$ cat config.mk
export PLATFORM = sky130hd
export DESIGN_NAME = scf_lane
export DESIGN_NICKNAME = d
export VERILOG_FILES = /design/src/hw/rtl/scf_pkg.sv /design/src/hw/rtl/scf_lane.sv
export SDC_FILE = /design/constraint.sdc
export NUM_CORES = 2
export LEC_CHECK = 0
export BUFFER_PORTS_ARGS = -buffer_cell sky130_fd_sc_hd__buf_4
export CORE_UTILIZATION = 40
export CTS_CLUSTER_DIAMETER = 100
export CTS_CLUSTER_SIZE = 14
export DETAILED_ROUTE_END_ITERATION = 10
export SLEW_MARGIN = 15
export SYNTH_ARGS = -nofsm -noshare
export SYNTH_HDL_FRONTEND = slang
export SYNTH_SLANG_ARGS = --single-unit
export TNS_END_PERCENT = 1
$ cat constraint.sdc
create_clock -name clock -period 12.46 [get_ports clock]
set_input_delay 1.246 -clock clock [delete_from_list [all_inputs] [get_ports clock]]
set_output_delay 1.246 -clock clock [all_outputs]
set_load 0.05 [all_outputs]
$ cat src/hw/rtl/scf_pkg.sv
// Shared types and constants for the 3x3 stencil current filter.
// Used by scf_lane, stencil3x3_current_filter_top and its testbench; no dependencies.
`default_nettype none

package scf_pkg;

   localparam int CSR_INDEX_BITS = 3;
   localparam int CSR_DATA_BITS  = 16;

   localparam int WIDTH_BITS  = 11;
   localparam int HEIGHT_BITS = 13;
   localparam int ROW_BITS    = 12;
   localparam int WEIGHT_BITS = 8;
   localparam int RECIP_BITS  = 16;
   localparam int FRAC_BITS   = 16;

   localparam int MIN_DIM    = 3;
   localparam int MAX_HEIGHT = 4096;

   localparam logic [WIDTH_BITS-1:0]         RST_FRAME_WIDTH   = 11'd1024;
   localparam logic [HEIGHT_BITS-1:0]        RST_FRAME_HEIGHT  = 13'd1024;
   localparam logic signed [WEIGHT_BITS-1:0] RST_WEIGHT_MIDDLE = 8'sd20;
   localparam logic signed [WEIGHT_BITS-1:0] RST_WEIGHT_SIDE   = -8'sd1;
   localparam logic signed [WEIGHT_BITS-1:0] RST_WEIGHT_CORNER = -8'sd1;
   localparam logic [RECIP_BITS-1:0]         RST_NORM_RECIP    = 16'd5461;

   typedef enum logic [CSR_INDEX_BITS-1:0] {
      REG_FRAME_WIDTH   = 3'd0,
      REG_FRAME_HEIGHT  = 3'd1,
      REG_WEIGHT_MIDDLE = 3'd2,
      REG_WEIGHT_SIDE   = 3'd3,
      REG_WEIGHT_CORNER = 3'd4,
      REG_NORM_RECIP    = 3'd5
   } reg_index_type;

   typedef struct packed {
      logic shift;
      logic mul;
      logic prod;
   } lane_ctrl_type;

   typedef struct packed {
      logic signed [WEIGHT_BITS-1:0] middle;
      logic signed [WEIGHT_BITS-1:0] side;
      logic signed [WEIGHT_BITS-1:0] corner;
      logic [RECIP_BITS-1:0]         recip;
   } lane_coef_type;

endpackage

`default_nettype wire

$ cat src/hw/rtl/scf_lane.sv
// One component lane: 3x3 window registers, weighted sum, Q16 scaling and saturation.
// Depends on scf_pkg for the control and coefficient structs.
`default_nettype none

module scf_lane #(
   parameter int SAMPLE_BITS = 24
) (
   input  wire                            clock,
   input  wire                            reset,
   input  wire scf_pkg::lane_ctrl_type    ctrl,
   input  wire scf_pkg::lane_coef_type    coef,
   input  wire logic signed [SAMPLE_BITS-1:0] up2,
   input  wire logic signed [SAMPLE_BITS-1:0] up1,
   input  wire logic signed [SAMPLE_BITS-1:0] sample,
   output logic signed [SAMPLE_BITS-1:0]  result
);

   localparam int SUM_BITS   = SAMPLE_BITS + 2;
   localparam int PART_BITS  = SUM_BITS + scf_pkg::WEIGHT_BITS;
   localparam int ACC_BITS   = PART_BITS + 2;
   localparam int PROD_BITS  = ACC_BITS + scf_pkg::RECIP_BITS + 1;
   localparam int SHIFT_BITS = PROD_BITS - scf_pkg::FRAC_BITS;

   logic signed [SAMPLE_BITS-1:0] cell_ff [3][3];
   logic signed [SUM_BITS-1:0]    sides;
   logic signed [SUM_BITS-1:0]    corners;
   logic signed [PART_BITS-1:0]   mid_part_in, side_part_in, corner_part_in;
   logic signed [PART_BITS-1:0]   mid_part_ff, side_part_ff, corner_part_ff;
   logic signed [ACC_BITS-1:0]    acc;
   logic signed [PROD_BITS-1:0]   prod_in;
   logic signed [PROD_BITS-1:0]   prod_ff;
   logic signed [SHIFT_BITS-1:0]  shifted;

   always_ff @(posedge clock) begin
      if (reset) begin
         for (int r = 0; r < 3; r++) begin
            for (int k = 0; k < 3; k++) begin
               cell_ff[r][k] <= '0;
            end
         end
      end else if (ctrl.shift) begin
         for (int r = 0; r < 3; r++) begin
            cell_ff[r][0] <= cell_ff[r][1];
            cell_ff[r][1] <= cell_ff[r][2];
         end
         cell_ff[0][2] <= up2;
         cell_ff[1][2] <= up1;
         cell_ff[2][2] <= sample;
      end
   end

   always_comb begin
      sides   = SUM_BITS'(cell_ff[0][1]) + SUM_BITS'(cell_ff[1][0])
              + SUM_BITS'(cell_ff[1][2]) + SUM_BITS'(cell_ff[2][1]);
      corners = SUM_BITS'(cell_ff[0][0]) + SUM_BITS'(cell_ff[0][2])
              + SUM_BITS'(cell_ff[2][0]) + SUM_BITS'(cell_ff[2][2]);
      mid_part_in    = PART_BITS'(coef.middle) * PART_BITS'(cell_ff[1][1]);
      side_part_in   = PART_BITS'(coef.side) * PART_BITS'(sides);
      corner_part_in = PART_BITS'(coef.corner) * PART_BITS'(corners);
      acc     = ACC_BITS'(mid_part_ff) + ACC_BITS'(side_part_ff) + ACC_BITS'(corner_part_ff);
      prod_in = PROD_BITS'(acc) * PROD_BITS'($signed({1'b0, coef.recip}));
   end

   always_ff @(posedge clock) begin
      if (ctrl.mul) begin
         mid_part_ff    <= mid_part_in;
         side_part_ff   <= side_part_in;
         corner_part_ff <= corner_part_in;
      end
      if (ctrl.prod) begin
         prod_ff <= prod_in;
      end
   end

   // Dropping the fraction bits of a two's complement value rounds toward minus infinity.
   always_comb begin
      shifted = $signed(prod_ff[PROD_BITS-1:scf_pkg::FRAC_BITS]);
      if ((&shifted[SHIFT_BITS-1:SAMPLE_BITS-1]) || !(|shifted[SHIFT_BITS-1:SAMPLE_BITS-1])) begin
         result = shifted[SAMPLE_BITS-1:0];
      end else if (shifted[SHIFT_BITS-1]) begin
         result = {1'b1, {(SAMPLE_BITS-1){1'b0}}};
      end else begin
         result = {1'b0, {(SAMPLE_BITS-1){1'b1}}};
      end
   end

endmodule

`default_nettype wire

==> metrics.txt <==
run status=finished clean; # clock sinks=~350; crit-path max cell delay=0.69 ns; maximum clock path buffer count=3; Tightest Pin Transition=about 1.1 ns; post-synthesis simple-gate area fraction=0.154; Async S/R FF share, synth=0; Inserted Clock Buffers=35; Final Cycle Share=0.770; vias per cell=4.95; Core ar.=146000 um2; Post-synth EDFFs=353; worst relative slew slack=0.228; Final Max Slew Viols=0; first-pass GRT wire length=229000 um; dpl hpwl=about 110000 um; unrepaired setup endpoints after global routing=no; nets@finish=7580; GPL Wtd Cong=0.842; setup_tns=0 ns; clk_skew=0.0381 ns; Final Critical Period=between 9 and 10 ns; ANT nets after route=0; 1st-pass router iterations=5; CP Launch Type=flip-flop; pre-CTS setup slack=between 2 and 3 ns; final cell count without fillers=7846; Synthesis Warnings=0; number of gates resized after CTS=0; worst hold stages=1; sequential-to-total area share from yosys stat=0.180; clk root buf=clkbuf_16; main flop type after synthesis=edfxtp_1; FF+latch count, synth=353; count of cell types in the netlist=85; initial antenna violation count=2; Max-Cap Viols=0; Avg WL per Cell=approximately 18 um; placed instance count=7798; synthesized instance count=5885; # IOs=141; synthesized net count=roughly 7500; Setup Buffers After CTS=0; # hold bufs at CTS=0; layout cell share with drive strength beyond 1=0.0489; largest net degree at the start of global routing=208; WL final=140000 um; GR Overflow Total=0; Worst Path Arrival=9.87 ns; Synth Area per Inst=around 10 um2; Hold/Removal Path Class=reg2reg; Layout area overhead=7.12%; Core Rows=140; Worst Setup End Kind=flip-flop; adder-cell share of the synthesized area=0.476; largest family of logic cells by synthesized area=adder cells; Final Hold Fails=0; flop2flop setup slack=~2.9 ns; CP dominant cell by count=fa_1; Critical Path RT=12.73 ns; Synth Area in Compound Gates=0.0647; FF-to-FF path depth=29; Die W=386 um; Die ar.=149000 um2; crit path kind=reg2reg; number of I/O port buffers=140; CTS HTree Levels=2; CTS tree=done; Global Route Usage Sum=0.197; setup slack after layout=2.87 ns; Initial Utilization=0.404; vias in the first global route=~42000; Initial DRC Count=2015; Final setup viols=0; CP max FO=8; most area-hungry cell type in the Yosys netlist=fa_1; Synth top area share=0.390; Die Height=386 um; XOR/XNOR share of the synthesized area=0.0321; Max Freq=0.104 GHz; Mapped Area=a little under 60000 um2; multiplexer share of the synthesized area=0.000531; detailed-route DRC error count=0; CTS clk-pin slew, worst paths=around 0.06 ns; slowest stage cell, crit path=xnor2_1; via count=38800; largest cells by area after synthesis=fa_1 (39%), edfxtp_1 (18%), ha_1 (8.4%); latest clock arrival within the worst-skew pair=around 0.6 ns
[placed cells by master (no fill, tap or decap), drive strengths merged, types with 32 or more instances in the layout]
master and instances:
and2 770, a21oi 168, nand2b 95, fa 1148, a21o 120, nand2 618, nor2b 32, xnor2 159
clkbuf 36, inv 1263, edfxtp 353, o21ai 110, o21a 32, xor2 54, buf 189, nor2 98
ha 397
[logic make-up after synthesis]
family,Yosys count
AOI/OAI and AO/OA,570
xor gates and xnor gates,213
and+or+nand+nor,1745
DFF,353
adders and majority gates,1551
buffers and inverters,1450
muxes,3
[cell usage after synthesis (all sizes together) (4+ instances only)]
master / number
a211o: 5
a211oi: 15
a21boi: 14
a21o: 120
a21oi: 168
a221o: 4
a311oi: 4
a31oi: 15
a41oi: 4
and2: 770
and3: 21
buf: 16
clkbuf: 177
edfxtp: 353
fa: 1148
ha: 397
inv: 1257
maj3: 6
nand2: 618
nand2b: 95
nand3: 31
nand4: 23
nor2: 98
nor2b: 32
nor3: 28
nor4: 6
o2111ai: 6
o211ai: 8
o21a: 32
o21ai: 110
o21bai: 19
o31a: 6
o31ai: 11
or2: 7
or3: 7
xnor2: 159
xor2: 54
[worst paths after layout]
| kind | startpoint | end |
|---|---|---|
| hold reg to reg | cell_ff[0][145] | cell_ff[0][169] |
| hold / removal | cell_ff[0][145] | cell_ff[0][169] |
| setup / recovery | cell_ff[0][1] | corner_part_ff[33] |
| setup reg to reg | cell_ff[0][1] | corner_part_ff[33] |
[stage by stage]
step	hold slack, ns	utilization	area, um2
floorplan	0.532	-	58900
global placement	0.560	0.425	62000
detailed placement	0.573	0.425	62000
CTS	0.575	0.432	63100
global route	0.610	0.432	63100
finish	0.573	0.432	63100
[cell type report]
type	count	area [um2]
clock buffers	36	880
clock inverters	11	161
diodes	1	2.50
flip-flops and latches	353	10600
inverters	1257	4720
repair buffers	189	1430
multi-input cells	4082	42900
well taps	1917	2400
fillers	14000	82800
[registers in the layout, summed over array words and instances (netlist names)]
signal          flops
cell_ff           216
prod_ff            37
mid_part_ff        32
side_part_ff       34
corner_part_ff     34
[worst max-delay path: cells and delay by family, from the launching register on]
| family | cells | cell delay (ns) |
|---|---|---|
| AO/OA/AOI/OAI | 12 | 3.10 |
| XOR/XNOR | 2 | 0.98 |
| adder cells (fa/ha/maj) | 9 | 4.08 |
| buffers and inverters | 3 | 0.17 |
| flip-flops | 1 | 0.42 |
| AND/OR/NAND/NOR | 3 | 0.55 |
[per-layer routing]
metal	track usage	wire, um
met5	0	0
met4	0.0438	2960
met3	0.0240	6290
met2	0.342	68500
met1	0.261	61900
Power is not shown: default switching activity piles up to over one toggle a cycle in this logic, so the estimate is an artifact.
