===== config.mk =====
export PLATFORM = sky130hd
export DESIGN_NAME = scf_merge
export DESIGN_NICKNAME = d
export VERILOG_FILES = /design/src/hw/rtl/scf_merge.sv
export SDC_FILE = /design/constraint.sdc
export NUM_CORES = 1
export LEC_CHECK = 0
export ABC_AREA = 1
export BUFFER_PORTS_ARGS = -buffer_cell sky130_fd_sc_hd__buf_2
export CAP_MARGIN = 20
export CORE_ASPECT_RATIO = 1.25
export CORE_UTILIZATION = 44
export DETAILED_ROUTE_END_ITERATION = 8
export GPL_TIMING_DRIVEN = 0
export HOLD_SLACK_MARGIN = 0.08
export PLACE_DENSITY = 0.84
export SLEW_MARGIN = 15
export SYNTH_ARGS = -nofsm -noshare
export SYNTH_HDL_FRONTEND = slang
export SYNTH_SLANG_ARGS = --single-unit

===== constraint.sdc =====
create_clock -name clock -period 1.25 [get_ports clock]
set_input_delay 0.1875 -clock clock [delete_from_list [all_inputs] [get_ports clock]]
set_output_delay 0.1875 -clock clock [all_outputs]
set_load 0.005 [all_outputs]

===== src/hw/rtl/scf_merge.sv =====
// Output stage: gathers the three lane results and the frame flag into the response register.
// Depends on nothing beyond the lane results supplied by the top level.
`default_nettype none

module scf_merge #(
   parameter int SAMPLE_BITS = 24
) (
   input  wire                                clock,
   input  wire                                reset,
   input  wire                                load,
   input  wire logic signed [SAMPLE_BITS-1:0] lane_x,
   input  wire logic signed [SAMPLE_BITS-1:0] lane_y,
   input  wire logic signed [SAMPLE_BITS-1:0] lane_z,
   input  wire                                last,
   output logic                               free,
   output logic                               rsp_valid,
   input  wire                                rsp_ready,
   output logic signed [SAMPLE_BITS-1:0]      rsp_filtered_x,
   output logic signed [SAMPLE_BITS-1:0]      rsp_filtered_y,
   output logic signed [SAMPLE_BITS-1:0]      rsp_filtered_z,
   output logic                               rsp_last_of_frame
);

   logic                          valid_ff;
   logic signed [SAMPLE_BITS-1:0] x_ff, y_ff, z_ff;
   logic                          last_ff;

   assign free = !valid_ff || rsp_ready;

   always_ff @(posedge clock) begin
      if (reset) begin
         valid_ff <= 1'b0;
      end else if (load) begin
         valid_ff <= 1'b1;
      end else if (rsp_ready) begin
         valid_ff <= 1'b0;
      end
   end

   always_ff @(posedge clock) begin
      if (load) begin
         x_ff    <= lane_x;
         y_ff    <= lane_y;
         z_ff    <= lane_z;
         last_ff <= last;
      end
   end

   assign rsp_valid         = valid_ff;
   assign rsp_filtered_x    = x_ff;
   assign rsp_filtered_y    = y_ff;
   assign rsp_filtered_z    = z_ff;
   assign rsp_last_of_frame = last_ff;

endmodule

`default_nettype wire


==> reports/qor.yml, run 1 <==
min_period_ns: 1.12
outcome: "complete, no violations"
wl_um: 6500
critPathMaxFanout: 2
synth_seq_cells: 74
p_leak_nw: 1.72
clkPwrFrac: 0.293
maxSlewViolCount: 0
track_usage: 0.250
tritoncts: "built"
viasPerCell: 4.58
clock-sinks: 74
power_density_nw_per_um2: 1280
final_util: 0.830
required_ns: 1.06
tightest_slew_ns: 0.463
initial_utilization: 0.466
synth_seq_area_share: 0.990
setup_viol: 0
highest_layer: "met4"
critical_path.slowest_cell: "dfxtp_1"
die-width_um: 65.7
netSwitchingFraction: 0.213
drc: 0
gr-total-overflow: 0
ff_latch_area_um2: 2210
wl_per_cell_um: 17.1
port_buffers: 151
syn_area_um2: 2230
crit_chain: "nand2_2 -> buf_2"
ir_worst_vdd_mv: 0.931
htree_levels: 3
place_hpwl_um: 3440
start_kind: "flip-flop"
p_seq_frac: 0.590
antenna_found_initial: 1
timing.final.crit_share: 0.896
io_pins: 152
routed-wl-met2_um: 3920
clockRootBuffer: "clkbuf_8"
synth_nets: 155
p_switching_mw: 1.08
core_area_um2: 4800
gp_congestion: 0.696
fill_cells: 249
hold_viol: 0
grt_setup_unrepaired: "false"
cap_violations: 0
postSynthCellCount: 78
synth_cell_type_count: 5
cts_resized: 0
multiInputGateArea_um2: 15.0
fp.dieH_um: 81.7
drtPass1Iterations: 4
clock_skew_ns: 0
clk_pin_slew_ns: 0.07
crit_type: "reg2out"
slew_headroom: 0.691
numCtsBuffers: 9
ys_warn_count: 0
cts_hold_buf: 74
clockBufferDepth: 2
drive_gt1_frac: 0.517
postRouteAntennaNets: 0
p_int_mw: 4.00
drt_iter0_drc: 88
max_freq_mhz: 893
drt-met1-wl_um: 2080
slowest_delay_ns: 0.38
hp-class: "in2reg"
p_comb_frac: 0.117
cts_setup_buffers: 0
fin_tns_setup_ns: 0
clk_latency_ns: 0.32
grt_pass1_wl_um: 8960
row_count: 28
wl_met3_um: 339
grt_pass1_vias: 1838
syn-mean-instance-area_um2: 28.6
design.die.area_um2: 5370
via_count: 1742
end_kind: "primary output"
cp.arrival_ns: 0.93
grt_max_degree: 40
fin_nets: 392
area_growth_syn_to_layout_pct: 78.2
## sequential cells by signal, summed over array words and instances (netlist names)
signal,cells
rsp_filtered_x,24
rsp_filtered_y,24
rsp_filtered_z,24
rsp_last_of_frame,1
rsp_valid,1
## cells in the final DEF (no fill, tap or decap)
master and instances:
a21oi_2 1, buf_12 1, buf_2 150, buf_4 1, clkbuf_1 2, clkbuf_8 9
clkinv_1 2, clkinv_2 1, clkinvlp_4 1, dfxtp_1 1, diode_2 1, dlygate4sd3_1 74
edfxtp_1 73, inv_1 2, nand2_2 1
## path summary, 6_finish.rpt
| check | start | end | slack, ns | depth (start not counted) |
|---|---|---|---|---|
| setup / recovery | rsp_valid | free | 0.13 | 2 |
| hold / removal | rsp_ready | rsp_valid | 0.17 | 4 |
| setup reg to reg | rsp_valid | rsp_valid | 0.58 | 2 |
| hold reg to reg | rsp_valid | rsp_valid | 0.54 | 2 |
## synthesized netlist by cell type
| master | number | area share |
|---|---|---|
| nand2_2 | 1 | 0.0028 |
| edfxtp_1 | 73 | 0.98 |
| inv_1 | 2 | 0.0034 |
| dfxtp_1 | 1 | 0.0090 |
| a21oi_2 | 1 | 0.0039 |
## cells by family (layout without fill, tap and decap cells)
logic type      Yosys count  after routing  share of synthesized area
flops                    74             74                      0.990
buf+inv                   2            243                    0.00336
compound gates            1              1                    0.00392
simple gates              1              1                    0.00280
other cells               0              1                          0
## metal layers
layer,GRT usage,vias up
met1,0.238,854
met5,0,-
li1,-,786
met3,0.0569,11
met4,0.150,0
met2,0.478,91
## worst max-delay path: cells and delay by family (launching register included)
family	cells	cell delay (ns)
and+or+nand+nor	1	0.09
DFF	1	0.38
buffers and inverters	1	0.14
## area by class of cell
class | instances | share of cell area
tap | 60 | 0.0189
inverter | 2 | 0.00189
antenna | 1 | 0.000628
multi-input combinational | 2 | 0.00377
clock inverter | 4 | 0.00503
clock buffer | 11 | 0.0330
sequential | 74 | 0.555
timing repair buffer | 226 | 0.381
## power groups by stage
| stage | logic, mW | clock network, mW | registers [mW] |
|---|---|---|---|
| floorplan | 0.00499 | 0 | 3.08 |
| global placement | 0.372 | 0 | 3.03 |
| detailed placement | 0.393 | 0 | 3.05 |
| CTS | 0.575 | 1.50 | 2.99 |
| global route | 0.635 | 1.61 | 3.01 |
| finish | 0.593 | 1.49 | 3.00 |
## metrics by stage
| step | hold WS, ns | power [mW] | cell area [um2] | instances | setup WS (ns) |
|---|---|---|---|---|---|
| floorplan | 0.250 | 3.08 | 2230 | 78 | 0.657 |
| global placement | 0.349 | 3.41 | 3070 | 289 | -0.454 |
| detailed placement | 0.356 | 3.44 | 3090 | 290 | 0.0440 |
| CTS | 0.108 | 5.07 | 3980 | 379 | 0.161 |
| global route | 0.175 | 5.26 | 3980 | 380 | 0.103 |
| finish | 0.172 | 5.08 | 3980 | 380 | 0.130 |
Power figures use the tool's default switching activity.
==> inputs of run 2 (changes only) <==
--- a/config.mk
+++ b/config.mk
@@ -9,11 +9,12 @@
 export BUFFER_PORTS_ARGS = -buffer_cell sky130_fd_sc_hd__buf_2
 export CAP_MARGIN = 20
 export CORE_ASPECT_RATIO = 1.25
-export CORE_UTILIZATION = 44
+export CORE_MARGIN = 2
+export CORE_UTILIZATION = 40
 export DETAILED_ROUTE_END_ITERATION = 8
 export GPL_TIMING_DRIVEN = 0
 export HOLD_SLACK_MARGIN = 0.08
-export PLACE_DENSITY = 0.84
+export PLACE_DENSITY = 0.78
 export SLEW_MARGIN = 15
 export SYNTH_ARGS = -nofsm -noshare
 export SYNTH_HDL_FRONTEND = slang
==> constraint.sdc (replaced) <==
create_clock -name clock -period 1.2 [get_ports clock]
set_input_delay 0.18 -clock clock [delete_from_list [all_inputs] [get_ports clock]]
set_output_delay 0.18 -clock clock [all_outputs]
set_load 0.005 [all_outputs]
==> reports/qor.yml, run 2 (same netlist as run 1, synthesis figures left out) <==
row_count: 30
drc: 0
gr-total-overflow: 0
critPathTopFamily: "flip-flops"
p_leak_nw: 1.75
clock_skew_ns: 0
grt_pass1_vias: 1813
place_inst: 294
numCtsBuffers: 9
final_common_cell: "buf_2"
cap_violations: 0
area_growth_syn_to_layout_pct: 80.9
htree_levels: 3
fin_nets: 392
fin_hold_ws_ns: 0.113
antenna_cells: 0
die-width_um: 70.9
drive_gt1_frac: 0.525
fp.dieH_um: 87.6
hold_start: "rsp_ready"
design.die.area_um2: 6200
tightest_slew_ns: 0.451
clockBufferDepth: 2
hold_viol: 0
critPathMaxFanout: 1
track_usage: 0.199
grt_pass1_wl_um: 8760
min_period_ns: 1.06
crit_start: "rsp_filtered_y[10]"
antenna_found_initial: 0
crit_type: "reg2out"
via_count: 1682
wl_um: 6020
gp_congestion: 0.692
worstReg2RegStart: "rsp_valid"
slew_headroom: 0.699
clock-sinks: 74
timing.final.crit_share: 0.885
clk_latency_ns: 0.33
core_area_um2: 5410
viasPerCell: 4.38
cp_num_buf_inv: 1
max_freq_mhz: 941
fill_cells: 348
instances_no_fill: 384
final_util: 0.748
grt_max_degree: 41
outcome: "complete, no violations"
cp.arrival_ns: 0.88
end_kind: "primary output"
mostFrequentLayoutCells: "150 x buf_2, 74 x dlygate4sd3_1, 73 x edfxtp_1"
crit_chain: "buf_2"
required_ns: 1.02
wl_per_cell_um: 15.7
grt_setup_unrepaired: "false"
initial_utilization: 0.413
postRouteAntennaNets: 0
cts_resized: 0
start_kind: "flip-flop"
io_pins: 152
ir_worst_vdd_mv: 1.25
drt_iter0_drc: 98
fin_tns_setup_ns: 0
tritoncts: "built"
power_density_nw_per_um2: 1420
slowest_delay_ns: 0.40
drtPass1Iterations: 4
maxSlewViolCount: 0
clockRootBuffer: "clkbuf_8"
port_buffers: 151
cts_setup_buffers: 0
clk_pin_slew_ns: 0.07
setup_viol: 0
hp-class: "in2reg"
critical_path.slowest_cell: "edfxtp_1"
[run 2: report_power, final]
| group | switching (mW) | internal (mW) | leakage, nW |
|---|---|---|---|
| clock | 0.860 | 1.16 | 0.104 |
| combinational | 0.236 | 0.377 | 0.927 |
| sequential | 0.0482 | 3.06 | 0.723 |
[run 2: area by class of cell]
cell class / count / area (um2) / area share
inverter: 2 / 7.51 / 0.00186
clock buffer: 10 / 128 / 0.0316
multi-input combinational: 2 / 15.0 / 0.00371
timing repair buffer: 226 / 1520 / 0.376
sequential: 74 / 2210 / 0.547
tap: 64 / 80.1 / 0.0198
clock inverter: 6 / 81.3 / 0.0201
[run 2: repair_timing]
| item | CTS | global route |
|---|---|---|
| endpoints found under the setup margin | 0 | 0 |
| hold endpoints to repair | 74 | 0 |
| hold buffers | 74 | 0 |
[run 2: routing by layer]
metal  track usage  wire, um  vias to the layer above
met2         0.351      3430                       87
met3        0.0529       336                       25
met5             0         0                        -
met1         0.199      1940                      787
li1              -         -                      783
met4         0.149       307                        0
[run 2: per-stage QoR]
step                instance area [um2]  worst slack (ns)  total power, mW
floorplan                          2230             0.614             3.21
CTS                                4040             0.126             5.78
global route                       4040             0.107             5.95
global placement                   3070            -0.533             3.55
detailed placement                 3090          0.000336             3.58
finish                             4040             0.138             5.74
[run 2: worst paths after layout]
kind | end | slack, ns | cells past startpoint
setup / recovery | rsp_filtered_y[10] | 0.14 | 1
hold / removal | rsp_valid | 0.11 | 4
setup reg to reg | rsp_valid | 0.63 | 2
hold reg to reg | rsp_valid | 0.48 | 2
[run 2: worst reg2reg max path: cells and delay by family, from the launching register on]
family / cells / cell delay [ns]
and+or+nand+nor: 1 / 0.07
DFF: 1 / 0.34
AOI/OAI and AO/OA: 1 / 0.10
